--- src/sv/dksa_pkg.sv ---
// Package for the debounced keypad setpoint adjuster.
// Holds key codes, register indexes, timing constants and shared structs.
// No dependencies.
package dksa_pkg;

  localparam int KeyW  = 2;
  localparam int SpW   = 13;
  localparam int DelW  = 8;
  localparam int CorrW = 8;
  localparam int ViewW = 3;
  localparam int CntW  = 4;
  localparam int RepW  = 7;
  localparam int CfgIdxW = 3;
  localparam int CfgDataW = 13;

  localparam logic [KeyW-1:0] KEY_NONE  = 2'd0;
  localparam logic [KeyW-1:0] KEY_MINUS = 2'd1;
  localparam logic [KeyW-1:0] KEY_PLUS  = 2'd2;
  localparam logic [KeyW-1:0] KEY_BOTH  = 2'd3;

  localparam logic [ViewW-1:0] VIEW_SETPOINT = 3'd1;
  localparam logic [ViewW-1:0] VIEW_DELTA    = 3'd2;
  localparam logic [ViewW-1:0] VIEW_CORR     = 3'd3;

  localparam logic [CntW-1:0] PRESS_TICKS   = 4'd4;
  localparam logic [CntW-1:0] RELEASE_TICKS = 4'd4;
  localparam logic [RepW-1:0] FIRST_REPEAT  = 7'd80;
  localparam logic [RepW-1:0] NEXT_REPEAT   = 7'd8;
  localparam logic [RepW-1:0] REPEAT_RESET  = 7'd40;

  localparam logic signed [SpW-1:0] SP_STEP = 13'sd5;

  localparam logic [CfgIdxW-1:0] REG_SP_MIN    = 3'd0;
  localparam logic [CfgIdxW-1:0] REG_SP_MAX    = 3'd1;
  localparam logic [CfgIdxW-1:0] REG_DELTA_MIN = 3'd2;
  localparam logic [CfgIdxW-1:0] REG_DELTA_MAX = 3'd3;
  localparam logic [CfgIdxW-1:0] REG_CORR_MIN  = 3'd4;
  localparam logic [CfgIdxW-1:0] REG_CORR_MAX  = 3'd5;
  localparam logic [CfgIdxW-1:0] REG_VIEW_LAST = 3'd6;

  typedef struct packed {
    logic signed [SpW-1:0]   sp_min;
    logic signed [SpW-1:0]   sp_max;
    logic [DelW-1:0]         delta_min;
    logic [DelW-1:0]         delta_max;
    logic signed [CorrW-1:0] corr_min;
    logic signed [CorrW-1:0] corr_max;
    logic [ViewW-1:0]        view_last;
  } cfg_t;

  typedef struct packed {
    logic            fire;
    logic [KeyW-1:0] code;
  } key_evt_t;

endpackage

--- src/sv/debounced_keypad_setpoint_adjust.sv ---
// Debounced keypad setpoint adjuster: top level with config registers and output stage.
// Depends on dksa_pkg, dksa_debounce and dksa_adjust.
// An accepted scan item's result item is registered and shows in the next cycle.
// Throughput: one item per cycle unless stalled; output reg frees when its item is taken.
// Reset: synchronous, active low; config returns to its defaults, values and scan counters
// clear, and the repeat counter loads 40.
module debounced_keypad_setpoint_adjust (
  input  logic                              clk,
  input  logic                              rst_n,
  input  logic                              in_valid,
  output logic                              in_stall,
  input  logic [dksa_pkg::KeyW-1:0]         in_keys_pressed,
  output logic                              out_valid,
  input  logic                              out_stall,
  output logic                              out_key_event,
  output logic [dksa_pkg::KeyW-1:0]         out_event_code,
  output logic [dksa_pkg::ViewW-1:0]        out_view,
  output logic signed [dksa_pkg::SpW-1:0]   out_setpoint,
  output logic [dksa_pkg::DelW-1:0]         out_hysteresis,
  output logic signed [dksa_pkg::CorrW-1:0] out_correction,
  input  logic                              cfg_we,
  input  logic [dksa_pkg::CfgIdxW-1:0]      cfg_index,
  input  logic [dksa_pkg::CfgDataW-1:0]     cfg_wdata
);

  dksa_pkg::cfg_t     cfg_r;
  dksa_pkg::key_evt_t evt;
  logic               adv;
  logic               out_valid_r;
  logic               evt_fire_r;
  logic [dksa_pkg::KeyW-1:0] evt_code_r;

  // hold the input while a finished item waits downstream
  assign in_stall = out_valid_r & out_stall;
  assign adv      = in_valid & ~in_stall;

  always_ff @(posedge clk) begin
    if (!rst_n) begin
      cfg_r.sp_min    <= 13'sd0;
      cfg_r.sp_max    <= 13'sd1000;
      cfg_r.delta_min <= 8'd1;
      cfg_r.delta_max <= 8'd50;
      cfg_r.corr_min  <= -8'sd50;
      cfg_r.corr_max  <= 8'sd50;
      cfg_r.view_last <= 3'd3;
    end else if (cfg_we) begin
      case (cfg_index)
        dksa_pkg::REG_SP_MIN:    cfg_r.sp_min    <= cfg_wdata;
        dksa_pkg::REG_SP_MAX:    cfg_r.sp_max    <= cfg_wdata;
        dksa_pkg::REG_DELTA_MIN: cfg_r.delta_min <= cfg_wdata[dksa_pkg::DelW-1:0];
        dksa_pkg::REG_DELTA_MAX: cfg_r.delta_max <= cfg_wdata[dksa_pkg::DelW-1:0];
        dksa_pkg::REG_CORR_MIN:  cfg_r.corr_min  <= cfg_wdata[dksa_pkg::CorrW-1:0];
        dksa_pkg::REG_CORR_MAX:  cfg_r.corr_max  <= cfg_wdata[dksa_pkg::CorrW-1:0];
        dksa_pkg::REG_VIEW_LAST: cfg_r.view_last <= cfg_wdata[dksa_pkg::ViewW-1:0];
        default: begin
          cfg_r <= cfg_r;
        end
      endcase
    end
  end

  dksa_debounce u_debounce (
    .clk   (clk),
    .rst_n (rst_n),
    .adv   (adv),
    .key   (in_keys_pressed),
    .evt   (evt)
  );

  // value registers double as the result payload: they only move on accept
  dksa_adjust u_adjust (
    .clk        (clk),
    .rst_n      (rst_n),
    .adv        (adv),
    .evt        (evt),
    .cfg        (cfg_r),
    .view       (out_view),
    .setpoint   (out_setpoint),
    .delta      (out_hysteresis),
    .correction (out_correction)
  );

  always_ff @(posedge clk) begin
    if (!rst_n) begin
      out_valid_r <= 1'b0;
    end else if (adv) begin
      out_valid_r <= 1'b1;
    end else if (!out_stall) begin
      out_valid_r <= 1'b0;
    end
  end

  always_ff @(posedge clk) begin
    if (adv) begin
      evt_fire_r <= evt.fire;
      evt_code_r <= evt.code;
    end
  end

  assign out_valid      = out_valid_r;
  assign out_key_event  = evt_fire_r;
  assign out_event_code = evt_code_r;

endmodule

--- src/sv/dksa_debounce.sv ---
// Key debouncer with auto-repeat: wait, check and release-wait states.
// Depends on dksa_pkg. Emits at most one key event per accepted scan tick.
module dksa_debounce (
  input  logic                     clk,
  input  logic                     rst_n,
  input  logic                     adv,
  input  logic [dksa_pkg::KeyW-1:0] key,
  output dksa_pkg::key_evt_t       evt
);

  typedef enum logic [1:0] {
    ST_WAIT    = 2'd0,
    ST_CHECK   = 2'd1,
    ST_RELEASE = 2'd2
  } scan_state_t;

  scan_state_t                 state_r, state_nxt;
  logic [dksa_pkg::KeyW-1:0]  cand_r, cand_nxt;
  logic [dksa_pkg::KeyW-1:0]  acc_r, acc_nxt;
  logic [dksa_pkg::CntW-1:0]  cnt_r, cnt_nxt;
  logic [dksa_pkg::RepW-1:0]  rep_r, rep_nxt;
  logic [dksa_pkg::CntW-1:0]  cnt_dec;
  logic                        fire;

  always_comb begin
    state_nxt = state_r;
    cand_nxt  = cand_r;
    acc_nxt   = acc_r;
    cnt_nxt   = cnt_r;
    rep_nxt   = rep_r;
    fire      = 1'b0;
    cnt_dec   = cnt_r - 4'd1;
    case (state_r)
      ST_CHECK: begin
        if (key == cand_r) begin
          cnt_nxt = cnt_dec;
          if (cnt_dec == '0) begin
            fire      = 1'b1;
            acc_nxt   = cand_r;
            state_nxt = ST_RELEASE;
            cnt_nxt   = dksa_pkg::RELEASE_TICKS;
            rep_nxt   = dksa_pkg::FIRST_REPEAT;
          end
        end else begin
          state_nxt = ST_WAIT;
        end
      end
      ST_RELEASE: begin
        if (key != dksa_pkg::KEY_NONE) begin
          cnt_nxt = dksa_pkg::RELEASE_TICKS;
          // repeat fires when the counter has run out; reload and count this tick
          if (rep_r == '0) begin
            fire    = 1'b1;
            rep_nxt = dksa_pkg::NEXT_REPEAT - 7'd1;
          end else begin
            rep_nxt = rep_r - 7'd1;
          end
        end else begin
          cnt_nxt = cnt_dec;
          if (cnt_dec == '0) begin
            state_nxt = ST_WAIT;
            rep_nxt   = dksa_pkg::FIRST_REPEAT;
          end
        end
      end
      default: begin
        // unused encoding behaves as wait
        state_nxt = ST_WAIT;
        if (key != dksa_pkg::KEY_NONE) begin
          cand_nxt  = key;
          cnt_nxt   = dksa_pkg::PRESS_TICKS;
          state_nxt = ST_CHECK;
        end
      end
    endcase
  end

  assign evt.fire = fire;
  assign evt.code = fire ? acc_nxt : dksa_pkg::KEY_NONE;

  always_ff @(posedge clk) begin
    if (!rst_n) begin
      state_r <= ST_WAIT;
      cand_r  <= '0;
      acc_r   <= '0;
      cnt_r   <= '0;
      rep_r   <= dksa_pkg::REPEAT_RESET;
    end else if (adv) begin
      state_r <= state_nxt;
      cand_r  <= cand_nxt;
      acc_r   <= acc_nxt;
      cnt_r   <= cnt_nxt;
      rep_r   <= rep_nxt;
    end
  end

endmodule

--- src/sv/dksa_adjust.sv ---
// View and value registers adjusted by key events within configured limits.
// Depends on dksa_pkg for the config and event structs.
module dksa_adjust (
  input  logic                              clk,
  input  logic                              rst_n,
  input  logic                              adv,
  input  dksa_pkg::key_evt_t                evt,
  input  dksa_pkg::cfg_t                    cfg,
  output logic [dksa_pkg::ViewW-1:0]        view,
  output logic signed [dksa_pkg::SpW-1:0]   setpoint,
  output logic [dksa_pkg::DelW-1:0]         delta,
  output logic signed [dksa_pkg::CorrW-1:0] correction
);

  logic [dksa_pkg::ViewW-1:0]        view_r, view_nxt;
  logic signed [dksa_pkg::SpW-1:0]   sp_r, sp_nxt;
  logic [dksa_pkg::DelW-1:0]         del_r, del_nxt;
  logic signed [dksa_pkg::CorrW-1:0] corr_r, corr_nxt;

  logic signed [dksa_pkg::SpW:0]   sp_dec, sp_inc;
  logic signed [dksa_pkg::SpW+1:0] sp_guard, sp_wide;
  logic [dksa_pkg::ViewW:0]        view_inc;

  always_comb begin
    sp_dec   = {sp_r[dksa_pkg::SpW-1], sp_r} - {dksa_pkg::SP_STEP[dksa_pkg::SpW-1],
                                                 dksa_pkg::SP_STEP};
    sp_inc   = {sp_r[dksa_pkg::SpW-1], sp_r} + {dksa_pkg::SP_STEP[dksa_pkg::SpW-1],
                                                 dksa_pkg::SP_STEP};
    // raise guard: setpoint below max minus delta
    sp_guard = {{2{cfg.sp_max[dksa_pkg::SpW-1]}}, cfg.sp_max} - {7'd0, del_r};
    sp_wide  = {{2{sp_r[dksa_pkg::SpW-1]}}, sp_r};
    view_inc = {1'b0, view_r} + 4'd1;

    view_nxt = view_r;
    sp_nxt   = sp_r;
    del_nxt  = del_r;
    corr_nxt = corr_r;

    if (evt.fire) begin
      case (evt.code)
        dksa_pkg::KEY_MINUS: begin
          if (view_r == dksa_pkg::VIEW_SETPOINT) begin
            if (sp_r > cfg.sp_min) begin
              // saturate at the bottom of the 13-bit range
              if (sp_dec[dksa_pkg::SpW] != sp_dec[dksa_pkg::SpW-1])
                sp_nxt = {1'b1, {(dksa_pkg::SpW-1){1'b0}}};
              else
                sp_nxt = sp_dec[dksa_pkg::SpW-1:0];
            end
          end else if (view_r == dksa_pkg::VIEW_DELTA) begin
            if (del_r > cfg.delta_min) del_nxt = del_r - 8'd1;
          end else if (view_r == dksa_pkg::VIEW_CORR) begin
            if (corr_r > cfg.corr_min) corr_nxt = corr_r - 8'sd1;
          end
        end
        dksa_pkg::KEY_PLUS: begin
          if (view_r == dksa_pkg::VIEW_SETPOINT) begin
            if (sp_wide < sp_guard) begin
              if (sp_inc[dksa_pkg::SpW] != sp_inc[dksa_pkg::SpW-1])
                sp_nxt = {1'b0, {(dksa_pkg::SpW-1){1'b1}}};
              else
                sp_nxt = sp_inc[dksa_pkg::SpW-1:0];
            end
          end else if (view_r == dksa_pkg::VIEW_DELTA) begin
            if (del_r < cfg.delta_max) del_nxt = del_r + 8'd1;
          end else if (view_r == dksa_pkg::VIEW_CORR) begin
            if (corr_r < cfg.corr_max) corr_nxt = corr_r + 8'sd1;
          end
        end
        dksa_pkg::KEY_BOTH: begin
          // advance view, wrap past the last one back to the setpoint view
          if (view_inc > {1'b0, cfg.view_last})
            view_nxt = dksa_pkg::VIEW_SETPOINT;
          else
            view_nxt = view_inc[dksa_pkg::ViewW-1:0];
        end
        default: begin
          view_nxt = view_r;
        end
      endcase
    end
  end

  always_ff @(posedge clk) begin
    if (!rst_n) begin
      view_r <= '0;
      sp_r   <= '0;
      del_r  <= '0;
      corr_r <= '0;
    end else if (adv) begin
      view_r <= view_nxt;
      sp_r   <= sp_nxt;
      del_r  <= del_nxt;
      corr_r <= corr_nxt;
    end
  end

  assign view       = view_r;
  assign setpoint   = sp_r;
  assign delta      = del_r;
  assign correction = corr_r;

endmodule
--- config.mk ---
export PLATFORM = sky130hd
export DESIGN_NAME = debounced_keypad_setpoint_adjust
export DESIGN_NICKNAME = d
export VERILOG_FILES = /design/src/sv/dksa_pkg.sv /design/src/sv/debounced_keypad_setpoint_adjust.sv /design/src/sv/dksa_debounce.sv /design/src/sv/dksa_adjust.sv
export SDC_FILE = /design/constraint.sdc
export NUM_CORES = 1
export LEC_CHECK = 0
export BUFFER_PORTS_ARGS = -buffer_cell sky130_fd_sc_hd__buf_2
export CORE_ASPECT_RATIO = 0.6
export CORE_MARGIN = 4
export CORE_UTILIZATION = 48
export CTS_CLUSTER_SIZE = 14
export DETAILED_ROUTE_END_ITERATION = 10
export PLACE_DENSITY = 0.66
export REMOVE_ABC_BUFFERS = 1
export SKIP_LAST_GASP = 1
export SYNTH_ARGS = -nofsm -noshare
export SYNTH_HDL_FRONTEND = slang
export SYNTH_SLANG_ARGS = --single-unit
export TNS_END_PERCENT = 20
--- constraint.sdc ---
create_clock -name clk -period 8 [get_ports clk]
set_clock_uncertainty 0.1 [all_clocks]
set_input_delay 1.2 -clock clk [delete_from_list [all_inputs] [get_ports clk]]
set_output_delay 1.2 -clock clk [all_outputs]
set_load 0.02 [all_outputs]
==> results of run 1 <==
[stage by stage]
step	cell area, sq um	cells	hold WS (ns)
floorplan	7540	959	0.336
global placement	8140	1228	0.343
detailed placement	8140	1228	0.346
CTS	8730	1260	0.353
global route	8730	1260	0.370
finish	8730	1260	0.354
[state kept, by name, summed over array words and instances, names as in the netlist, 2 cells and up]
register / flops
u_adjust.setpoint: 13
u_debounce.cand_r: 2
u_adjust.delta: 8
cfg_r: 61
u_debounce.rep_r: 7
u_debounce.cnt_r: 4
u_debounce.acc_r: 2
u_adjust.correction: 8
u_debounce.state_r: 2
out_event_code: 2
u_adjust.view: 3
[where the power goes]
group,internal (uW),leakage (uW),switching (uW)
clock,491,0.000284,276
combinational,30.8,0.00254,62.6
sequential,581,0.000929,6.95
total,1100,0.00375,345
[how the worst max path moves through the flow]
stage	end	start	depth (start not counted)	slack, ns
CTS	u_adjust.delta[7]	u_debounce.cnt_r[0]	20	2.87
detailed placement	u_adjust.delta[7]	u_debounce.cnt_r[0]	20	2.92
global placement	u_adjust.delta[7]	in_keys_pressed[1]	17	2.97
finish	u_adjust.delta[7]	u_debounce.cnt_r[0]	20	2.84
global route	u_adjust.delta[7]	u_debounce.cnt_r[0]	20	2.39
floorplan	u_adjust.correction[7]	in_keys_pressed[1]	16	2.97
[area by class of cell]
class / instances / area share (%)
clock inverter: 9 / 1.17
sequential: 114 / 26.5
multi-input combinational: 754 / 56.0
inverter: 91 / 3.91
clock buffer: 23 / 5.60
timing repair buffer: 66 / 3.98
tap: 203 / 2.91
[cells in the final DEF (no fill, tap or decap), drive strengths merged, types with 26 or more instances in the layout]
master	netlist	layout
a21oi	89	89
nor3	26	26
ha	95	95
buf	5	66
inv	91	91
nor2	65	65
nand2	163	163
nand3	38	38
dfxtp	111	111
o21ai	48	48
[critical path: cells and delay by family, from the launching register on]
family                   cells  cell delay, ns
AO/OA/AOI/OAI                7            1.72
AND/OR/NAND/NOR              5            1.25
buffers and inverters        4            0.75
adder cells (fa/ha/maj)      3            0.69
flip-flops                   1            0.41
multiplexers                 1            0.14
[cells by family after synthesis]
kind of cell	count (synthesis)	share of synthesized area, %
adder cells (fa/ha/maj)	98	16.3
multiplexers	11	1.43
buffers and inverters	127	6.26
flip-flops	114	30.1
XOR/XNOR	30	3.42
AND/OR/NAND/NOR	367	21.9
AO/OA/AOI/OAI	248	20.6
[layer usage]
metal | vias to the layer above | global-route usage (%) | routed length (um)
met5 | - | 0 | 0
met4 | 0 | 5.09 | 112
met3 | 11 | 4.20 | 1220
met2 | 211 | 32.9 | 8430
met1 | 3246 | 37.6 | 11300
li1 | 3609 | - | -
==> results.py, run 1 <==
metrics = {
    "outcome": {
        "status": "finished, final reports clean",
    },
    "critical_path": {
        "slowest_delay_ns": 0.41,
        "crit_required_ns": 8.24,
        "path_max_fanout": 18,
        "critPathKind": "reg2reg",
        "endpoint_kind": "register",
        "r2r_start": "u_debounce.cnt_r[0]",
        "startpoint_type": "register",
        "rr_endpoint": "u_adjust.delta[7]",
        "rr_worst_depth": 20,
        "r2r_slack_ns": 2.84,
        "crit_chain": "inv_1 -> ha_1 -> or2_2 -> o21ai_0 -> a32o_1 -> nand4_1 -> a21o_1 -> nor2_1 -> inv_1 -> ha_1 -> inv_1 -> buf_4 -> ha_1 -> a21oi_1 -> nor2b_1 -> o31a_1 -> o41ai_1 -> mux2i_1 -> or3_1 -> a21oi_1",
        "cp_slowest_cell": "dfxtp_1",
        "arrival_ns": 5.41,
    },
    "cts": {
        "cts_buffers": 17,
        "post-cts-setup-buffers": 0,
        "clk_latency_ns": 0.41,
        "htreeDepth": 4,
        "hold_buffers": 0,
        "cts_root_buf": "clkbuf_16",
        "cts_tree": "built",
        "cts-resized-gates": 0,
        "clk_path_buf_depth": 2,
        "clk_pin_slew_ns": 0.06,
        "clkSinkCount": 114,
    },
    "logic_synthesis": {
        "synth_seq_cells": 114,
        "syn-mean-instance-area_sq_um": 7.72,
        "yosysWarnings": 0,
        "synth_flop_cell": "dfxtp_1",
        "syn-instance-count": 995,
        "netlist_top_cells_count": "nand2_1 (163), dfxtp_1 (111), ha_1 (95), inv_1 (90), a21oi_1 (88)",
        "synth_edf_count": 3,
        "yosysMostFrequentCell": "nand2_1",
        "synth_top_cells_by_area": "dfxtp_1 (29%), ha_1 (15%), nand2_1 (8.0%)",
        "synth.distinct_cells": 68,
        "yosys.area.top_type": "dfxtp_1",
        "netlist_area_sq_mm": 0.00768,
        "ys_async_sr_fraction_pct": 0,
        "yosysSeqAreaShare_pct": 30.1,
        "synth_top_area_share_pct": 28.9,
    },
    "drt": {
        "drt_wl_total_um": 21000,
        "ant_nets": 0,
        "first_iter_violations": 597,
        "vias": 7077,
        "via_per_inst": 5.62,
        "drc_errors": 0,
        "routedWlPerCell_um": 16.7,
        "drtPass1Iterations": 5,
    },
    "cells_and_area": {
        "postLayoutCoreUtil_pct": 56.3,
        "syn_to_final_growth_pct": 13.7,
        "fill_cells": 1477,
        "drive_gt1_share_pct": 10.9,
        "regArea_sq_mm": 0.00231,
        "multi_input_area_sq_mm": 0.00489,
        "layout.nets": 1165,
        "antenna_cells": 0,
    },
    "placement": {
        "pre_cts_slack_ns": 2.92,
        "hpwl_um": 14900,
        "gp_congestion": 0.878,
        "portBuffers": 59,
    },
    "min_path": {
        "hold_class": "reg2reg",
        "hold_start": "cfg_r[51]",
        "whs_path_depth": 2,
        "min_to": "cfg_r[51]",
    },
    "global_routing": {
        "first_global_vias": 6632,
        "grt_overflow_total": 0,
        "antenna_found_initial": 0,
        "grt_pass1_wl_um": 34700,
        "grt_max_degree": 58,
        "grtUsageTotal_pct": 23.7,
    },
    "power": {
        "finalPower_uw": 1450,
        "power_density_mw_per_mm2": 166,
        "vdd.ir_drop.worst_mv": 0.0930,
        "power.leakage_uw": 0.00375,
    },
    "timing": {
        "min_period_over_period_pct": 64.5,
        "rsz0062_at_grt": "no",
        "slew_headroom_pct": 19.5,
        "fmax_mhz": 194,
        "drv_slew": 0,
        "hold_violations": 0,
        "setup_viol_count_final": 0,
        "worstMarginPinSlew_ns": 1.19,
        "tns_ns": 0,
        "fin_crit_ns": 5.16,
        "worst_slack_ns": 2.84,
    },
    "floorplan": {
        "ioPinCount": 60,
        "placementRows": 35,
        "dieArea_sq_mm": 0.0182,
        "core_area_sq_mm": 0.0155,
        "chipHeight_um": 106,
        "die_w_um": 171,
        "start_util_pct": 49.5,
    },
    "flow_run": {
        "max_cap_violations": 0,
    },
}
Note: power is estimated with default switching activity, not from simulation.
==> inputs of run 2 (changes only) <==
--- a/config.mk
+++ b/config.mk
@@ -11,7 +11,7 @@
 export CORE_UTILIZATION = 48
 export CTS_CLUSTER_SIZE = 14
 export DETAILED_ROUTE_END_ITERATION = 10
-export PLACE_DENSITY = 0.66
+export PLACE_DENSITY = 0.69
 export REMOVE_ABC_BUFFERS = 1
 export SKIP_LAST_GASP = 1
 export SYNTH_ARGS = -nofsm -noshare
==> constraint.sdc (replaced) <==
create_clock -name clk -period 4.6 [get_ports clk]
set_clock_uncertainty 0.1 [all_clocks]
set_input_delay 0.69 -clock clk [delete_from_list [all_inputs] [get_ports clk]]
set_output_delay 0.69 -clock clk [all_outputs]
set_load 0.02 [all_outputs]
==> run 2 against run 1 <==
Compared with the run above:
- via count grew 1.5%
- largest power group unchanged
- critical path type unchanged
- maximum frequency grew 17%
- power grew 74%
- clock power up 73%
- sequential share of layout area shrank 0.29 points
==> results.py, run 2 (same netlist as run 1, synthesis figures left out) <==
metrics = {
    "drt": {
        "drc_errors": 0,
        "ant_nets": 0,
        "routedWlPerCell_um": 16.6,
        "drt_wl_total_um": 21100,
        "drtPass1Iterations": 5,
        "first_iter_violations": 504,
        "via_per_inst": 5.65,
        "vias": 7184,
    },
    "timing": {
        "hold_ws_ns": 0.356,
        "slew_headroom_pct": 26.6,
        "setup_viol_count_final": 0,
        "fin_crit_ns": 4.40,
        "min_period_over_period_pct": 95.6,
        "tns_ns": 0,
        "fmax_mhz": 227,
        "hold_violations": 0,
        "worstMarginPinSlew_ns": 1.09,
        "rsz0062_at_grt": "yes",
        "drv_slew": 0,
    },
    "placement": {
        "place_area_sq_mm": 0.00823,
        "gp_congestion": 0.903,
        "portBuffers": 59,
        "hpwl_um": 14900,
    },
    "critical_path": {
        "endpoint_kind": "register",
        "worstSetupStartpoint": "u_debounce.cnt_r[1]",
        "startpoint_type": "register",
        "path_max_fanout": 7,
        "cp_common_cell": "ha_1",
        "crit_path_end": "u_adjust.correction[7]",
        "rr_worst_depth": 19,
        "critPathKind": "reg2reg",
        "r2r_slack_ns": 0.20,
        "crit_required_ns": 4.84,
        "crit_chain": "inv_1 -> ha_1 -> or2_2 -> o21ai_0 -> a32o_1 -> nand4_1 -> a21o_1 -> nor2_1 -> inv_1 -> ha_1 -> inv_2 -> buf_4 -> ha_1 -> a211oi_1 -> nor2_1 -> o41a_1 -> xnor2_1 -> or3_1 -> a21oi_1",
        "cp_slowest_cell": "dfxtp_1",
        "rr_endpoint": "u_adjust.correction[7]",
        "arrival_ns": 4.64,
        "r2r_start": "u_debounce.cnt_r[1]",
        "slowest_delay_ns": 0.36,
    },
    "cells_and_area": {
        "layout_commonest_cell": "nand2_1",
        "regMostFlops": "cfg_r",
        "largest_reg_flops": 61,
        "syn_to_final_growth_pct": 15.0,
        "fill_cells": 1488,
        "drive_gt1_share_pct": 12.2,
        "antenna_cells": 0,
        "postLayoutCellArea_sq_mm": 0.00883,
        "layout.nets": 1177,
        "multi_input_area_sq_mm": 0.00490,
        "regArea_sq_mm": 0.00231,
        "mostFrequentLayoutCells": "nand2_1 (163), dfxtp_1 (111), ha_1 (95), inv_1 (89), a21oi_1 (88)",
    },
    "cts": {
        "hold_buffers": 0,
        "cts_tree": "built",
        "cts_buffers": 17,
        "clk_path_buf_depth": 2,
        "clkSinkCount": 114,
        "clk_pin_slew_ns": 0.06,
        "clk_latency_ns": 0.42,
        "htreeDepth": 4,
        "cts_root_buf": "clkbuf_16",
    },
    "global_routing": {
        "grt_pass1_wl_um": 34900,
        "antenna_found_initial": 0,
        "first_global_vias": 6760,
        "grtUsageTotal_pct": 23.8,
        "grt_overflow_total": 0,
        "grt_max_degree": 40,
    },
    "power": {
        "power_density_mw_per_mm2": 285,
        "power.leakage_uw": 0.00381,
        "vdd.ir_drop.worst_mv": 0.199,
    },
    "floorplan": {
        "core_area_sq_mm": 0.0155,
        "die_w_um": 171,
        "dieArea_sq_mm": 0.0182,
        "start_util_pct": 49.5,
        "chipHeight_um": 106,
        "ioPinCount": 60,
        "placementRows": 35,
    },
    "min_path": {
        "whs_path_depth": 2,
        "hold_class": "reg2reg",
    },
    "flow_run": {
        "max_cap_violations": 0,
    },
    "outcome": {
        "status": "finished, final reports clean",
    },
}
run 2: changes by cell type in the layout (fill, tap and decap cells not counted), sizes merged:
cell | before | now
buf | 66 | 78
run 2: stage by stage:
step | total power, uW | utilization [%] | std cells | setup WS (ns)
6_report | 2510 | 57.0 | 1272 | 0.204
5_1_grt | 2600 | 57.0 | 1272 | -0.0795
4_1_cts | 2520 | 56.8 | 1271 | 0.0653
3_5_place_dp | 1200 | 53.1 | 1239 | 0.126
3_3_place_gp | 1200 | 53.1 | 1239 | 0.300
2_1_floorplan | 1140 | - | 959 | -0.425
run 2: layout make-up:
type                       count  area share, %
inverter                      91           3.87
clock buffer                  23           5.41
tap                          203           2.88
clock inverter                 9           1.20
timing repair buffer          78           4.96
sequential                   114           26.2
multi-input combinational    754           55.5
run 2: routing by layer:
layer	track usage [%]	vias up	part of all wire [%]
li1	-	3622	-
met1	36.4	3292	51
met2	34.1	250	40
met3	4.35	20	7.2
met4	5.94	0	0.96
met5	0	-	0
run 2: critical path: cells and delay by family, from the launching register on:
kind                       cells  cell delay, ns
DFF                            1            0.36
adders and majority gates      3            0.69
buffers and inverters          4            0.52
AOI/OAI and AO/OA              6            1.34
xor gates and xnor gates       1            0.14
and+or+nand+nor                5            1.17
run 2: timing repair:
| action | in CTS | in global routing |
|---|---|---|
| buffers inserted | 0 | 1 |
| resized for setup | 0 | 3 |
| endpoints found under the hold margin | 0 | 0 |
| endpoints found under the setup margin | 0 | 7 |
run 2: power breakdown:
| part | internal [uW] | total, uW | switching [uW] |
|---|---|---|---|
| clock network | 838 | 1330 | 487 |
| logic | 55.3 | 166 | 111 |
| registers | 1010 | 1020 | 11.1 |
| total | 1900 | 2510 | 609 |
run 2: worst min path at each step:
| stage | start | to | slack, ns |
|---|---|---|---|
| after floorplan | cfg_r[10] | cfg_r[10] | 0.34 |
| after global placement | cfg_r[49] | cfg_r[49] | 0.34 |
| after detailed placement | cfg_r[29] | cfg_r[29] | 0.35 |
| after CTS | cfg_r[29] | cfg_r[29] | 0.36 |
| after global routing | cfg_r[49] | cfg_r[49] | 0.36 |
| final | cfg_r[19] | cfg_r[19] | 0.36 |
==> inputs of run 3 (changes only) <==
--- a/config.mk
+++ b/config.mk
@@ -6,13 +6,14 @@
 export NUM_CORES = 1
 export LEC_CHECK = 0
 export BUFFER_PORTS_ARGS = -buffer_cell sky130_fd_sc_hd__buf_2
+export CELL_PAD_IN_SITES_DETAIL_PLACEMENT = 1
+export CELL_PAD_IN_SITES_GLOBAL_PLACEMENT = 1
 export CORE_ASPECT_RATIO = 0.6
 export CORE_MARGIN = 4
-export CORE_UTILIZATION = 48
+export CORE_UTILIZATION = 41
 export CTS_CLUSTER_SIZE = 14
 export DETAILED_ROUTE_END_ITERATION = 10
-export PLACE_DENSITY = 0.69
-export REMOVE_ABC_BUFFERS = 1
+export PLACE_DENSITY_LB_ADDON = 0.1
 export SKIP_LAST_GASP = 1
 export SYNTH_ARGS = -nofsm -noshare
 export SYNTH_HDL_FRONTEND = slang
==> run 3 against run 2 <==
Compared with the run above:
- sequential power hardly changed
- count of clock-buffer cells in the layout is 6 lower
- register-to-register slack worse by 0.02 ns
- global-route usage is 0.33 points higher
- clock power hardly changed
- worst hold slack better by 0.0039 ns
- critical endpoint unchanged
- largest power group unchanged
- highest routed layer unchanged
==> results.py, run 3 (same netlist as run 1, synthesis figures left out) <==
metrics = {
    "floorplan": {
        "dieArea_sq_mm": 0.0211,
        "start_util_pct": 42.2,
        "core_area_sq_mm": 0.0182,
        "placementRows": 38,
        "die_w_um": 185,
        "ioPinCount": 60,
        "chipHeight_um": 114,
    },
    "timing": {
        "drv_slew": 0,
        "fin_crit_ns": 4.42,
        "tns_ns": 0,
        "setup_viol_count_final": 0,
        "rsz0062_at_grt": "yes",
        "worstMarginPinSlew_ns": 0.967,
        "fmax_mhz": 226,
        "hold_violations": 0,
        "slew_headroom_pct": 35.3,
        "min_period_over_period_pct": 96.1,
    },
    "drt": {
        "drt_wl_total_um": 24400,
        "ant_nets": 0,
        "drtPass1Iterations": 5,
        "first_iter_violations": 416,
        "vias": 7321,
        "routedWlPerCell_um": 18.5,
        "drc_errors": 0,
        "via_per_inst": 5.57,
    },
    "power": {
        "finalPower_uw": 2510,
        "pwr-share-comb_pct": 6.8,
        "p_seq_share_pct": 40.7,
        "vdd.ir_drop.worst_mv": 0.288,
        "power.leakage_uw": 0.00385,
        "swShare_pct": 27.3,
        "power_density_mw_per_mm2": 280,
        "power_switching_uw": 685,
        "clkPwrFrac_pct": 52.5,
        "intPower_uw": 1820,
    },
    "critical_path": {
        "endpoint_kind": "register",
        "slowest_delay_ns": 0.37,
        "startpoint_type": "register",
        "crit_required_ns": 4.86,
        "cp_slowest_cell": "dfxtp_2",
        "arrival_ns": 4.68,
        "r2r_start": "u_debounce.cnt_r[0]",
        "worstSetupStartpoint": "u_debounce.cnt_r[0]",
        "path_max_fanout": 8,
        "critPathKind": "reg2reg",
        "crit_chain": "inv_1 -> ha_1 -> or2_2 -> o21ai_0 -> a32o_1 -> nand4_1 -> a21o_1 -> nor2_1 -> inv_1 -> ha_1 -> inv_1 -> buf_6 -> ha_1 -> a21o_1 -> a211oi_2 -> nor2_1 -> o41a_1 -> xnor2_1 -> or3_1 -> a21oi_1",
    },
    "cts": {
        "clk_pin_slew_ns": 0.07,
        "clk_latency_ns": 0.43,
        "hold_buffers": 0,
        "cts_tree": "built",
        "clk_path_buf_depth": 2,
        "htreeDepth": 4,
        "clkSinkCount": 114,
        "cts_root_buf": "clkbuf_16",
        "cts_buffers": 17,
    },
    "cells_and_area": {
        "mostFrequentLayoutCells": "nand2_1 (163), dfxtp_1 (109), ha_1 (95), inv_1 (89), a21oi_1 (88)",
        "largest_reg_flops": 61,
        "postLayoutCellArea_sq_mm": 0.00894,
        "antenna_cells": 0,
        "drive_gt1_share_pct": 13.1,
        "syn_to_final_growth_pct": 16.4,
        "regMostFlops": "cfg_r",
        "layout.nets": 1183,
        "fill_cells": 2294,
        "layout_commonest_cell": "nand2_1",
    },
    "global_routing": {
        "first_global_vias": 7480,
        "grtUsageTotal_pct": 24.1,
        "grt_overflow_total": 0,
        "antenna_found_initial": 0,
        "grt_pass1_wl_um": 40200,
        "grt_max_degree": 57,
    },
    "logic_synthesis": {
        "synth_nets": 1116,
    },
    "placement": {
        "gp_congestion": 0.853,
        "place_area_sq_mm": 0.00831,
        "hpwl_um": 17600,
        "portBuffers": 59,
    },
    "min_path": {
        "hold_class": "reg2reg",
        "hold_start": "cfg_r[60]",
    },
    "flow_run": {
        "max_cap_violations": 0,
    },
    "outcome": {
        "status": "finished, final reports clean",
    },
}
run 3: final timing paths:
kind / to / slack [ns] / cells after the start
worst max-delay path: u_adjust.correction[7] / 0.18 / 20
worst min register to register: cfg_r[60] / 0.36 / 2
worst min-delay path: cfg_r[60] / 0.36 / 2
worst max register to register: u_adjust.correction[7] / 0.18 / 20
run 3: layout make-up:
cell class	count	area [sq um]	area share, %
inverters	91	342	3.82
multi-input cells	754	4900	54.8
well taps	240	300	3.36
clock buffers	17	425	4.76
clock inverters	15	149	1.67
repair buffers	84	512	5.72
flip-flops and latches	114	2310	25.9
run 3: what timing repair did:
| action | in CTS | in global routing |
|---|---|---|
| buffers inserted | 0 | 4 |
| endpoints found under the setup margin | 0 | 8 |
| resized for setup | 0 | 10 |
run 3: metrics by stage:
step | utilization (%) | setup WS [ns] | hold slack (ns) | std cells
floorplan | - | 0.0469 | 0.336 | 995
global placement | 45.6 | 0.224 | 0.345 | 1279
detailed placement | 45.6 | 0.110 | 0.350 | 1279
CTS | 48.8 | 0.0739 | 0.359 | 1311
global route | 49.1 | -0.0404 | 0.374 | 1315
finish | 49.1 | 0.180 | 0.360 | 1315
run 3: power groups by stage:
stage	clock, uW	sequential (uW)	combinational (uW)
3_5_place_dp	0	1040	169
4_1_cts	1340	1020	171
2_1_floorplan	0	1040	102
6_report	1320	1020	170
5_1_grt	1390	1020	192
3_3_place_gp	0	1040	166
run 3: worst max-delay path, delay by kind of cell, from the launching register on:
kind            cells  cell delay, ns
fa+ha+maj           3            0.65
flops               1            0.37
buf+inv             4            0.42
xor+xnor            1            0.15
compound gates      7            1.54
simple gates        5            1.11
run 3: layer usage:
| metal | wire length, um | track usage (%) | part of all wire, % |
|---|---|---|---|
| met1 | 13400 | 36.4 | 55 |
| met2 | 9920 | 35.7 | 41 |
| met3 | 890 | 4.68 | 3.7 |
| met4 | 198 | 4.94 | 0.81 |
| met5 | 0 | 0 | 0 |
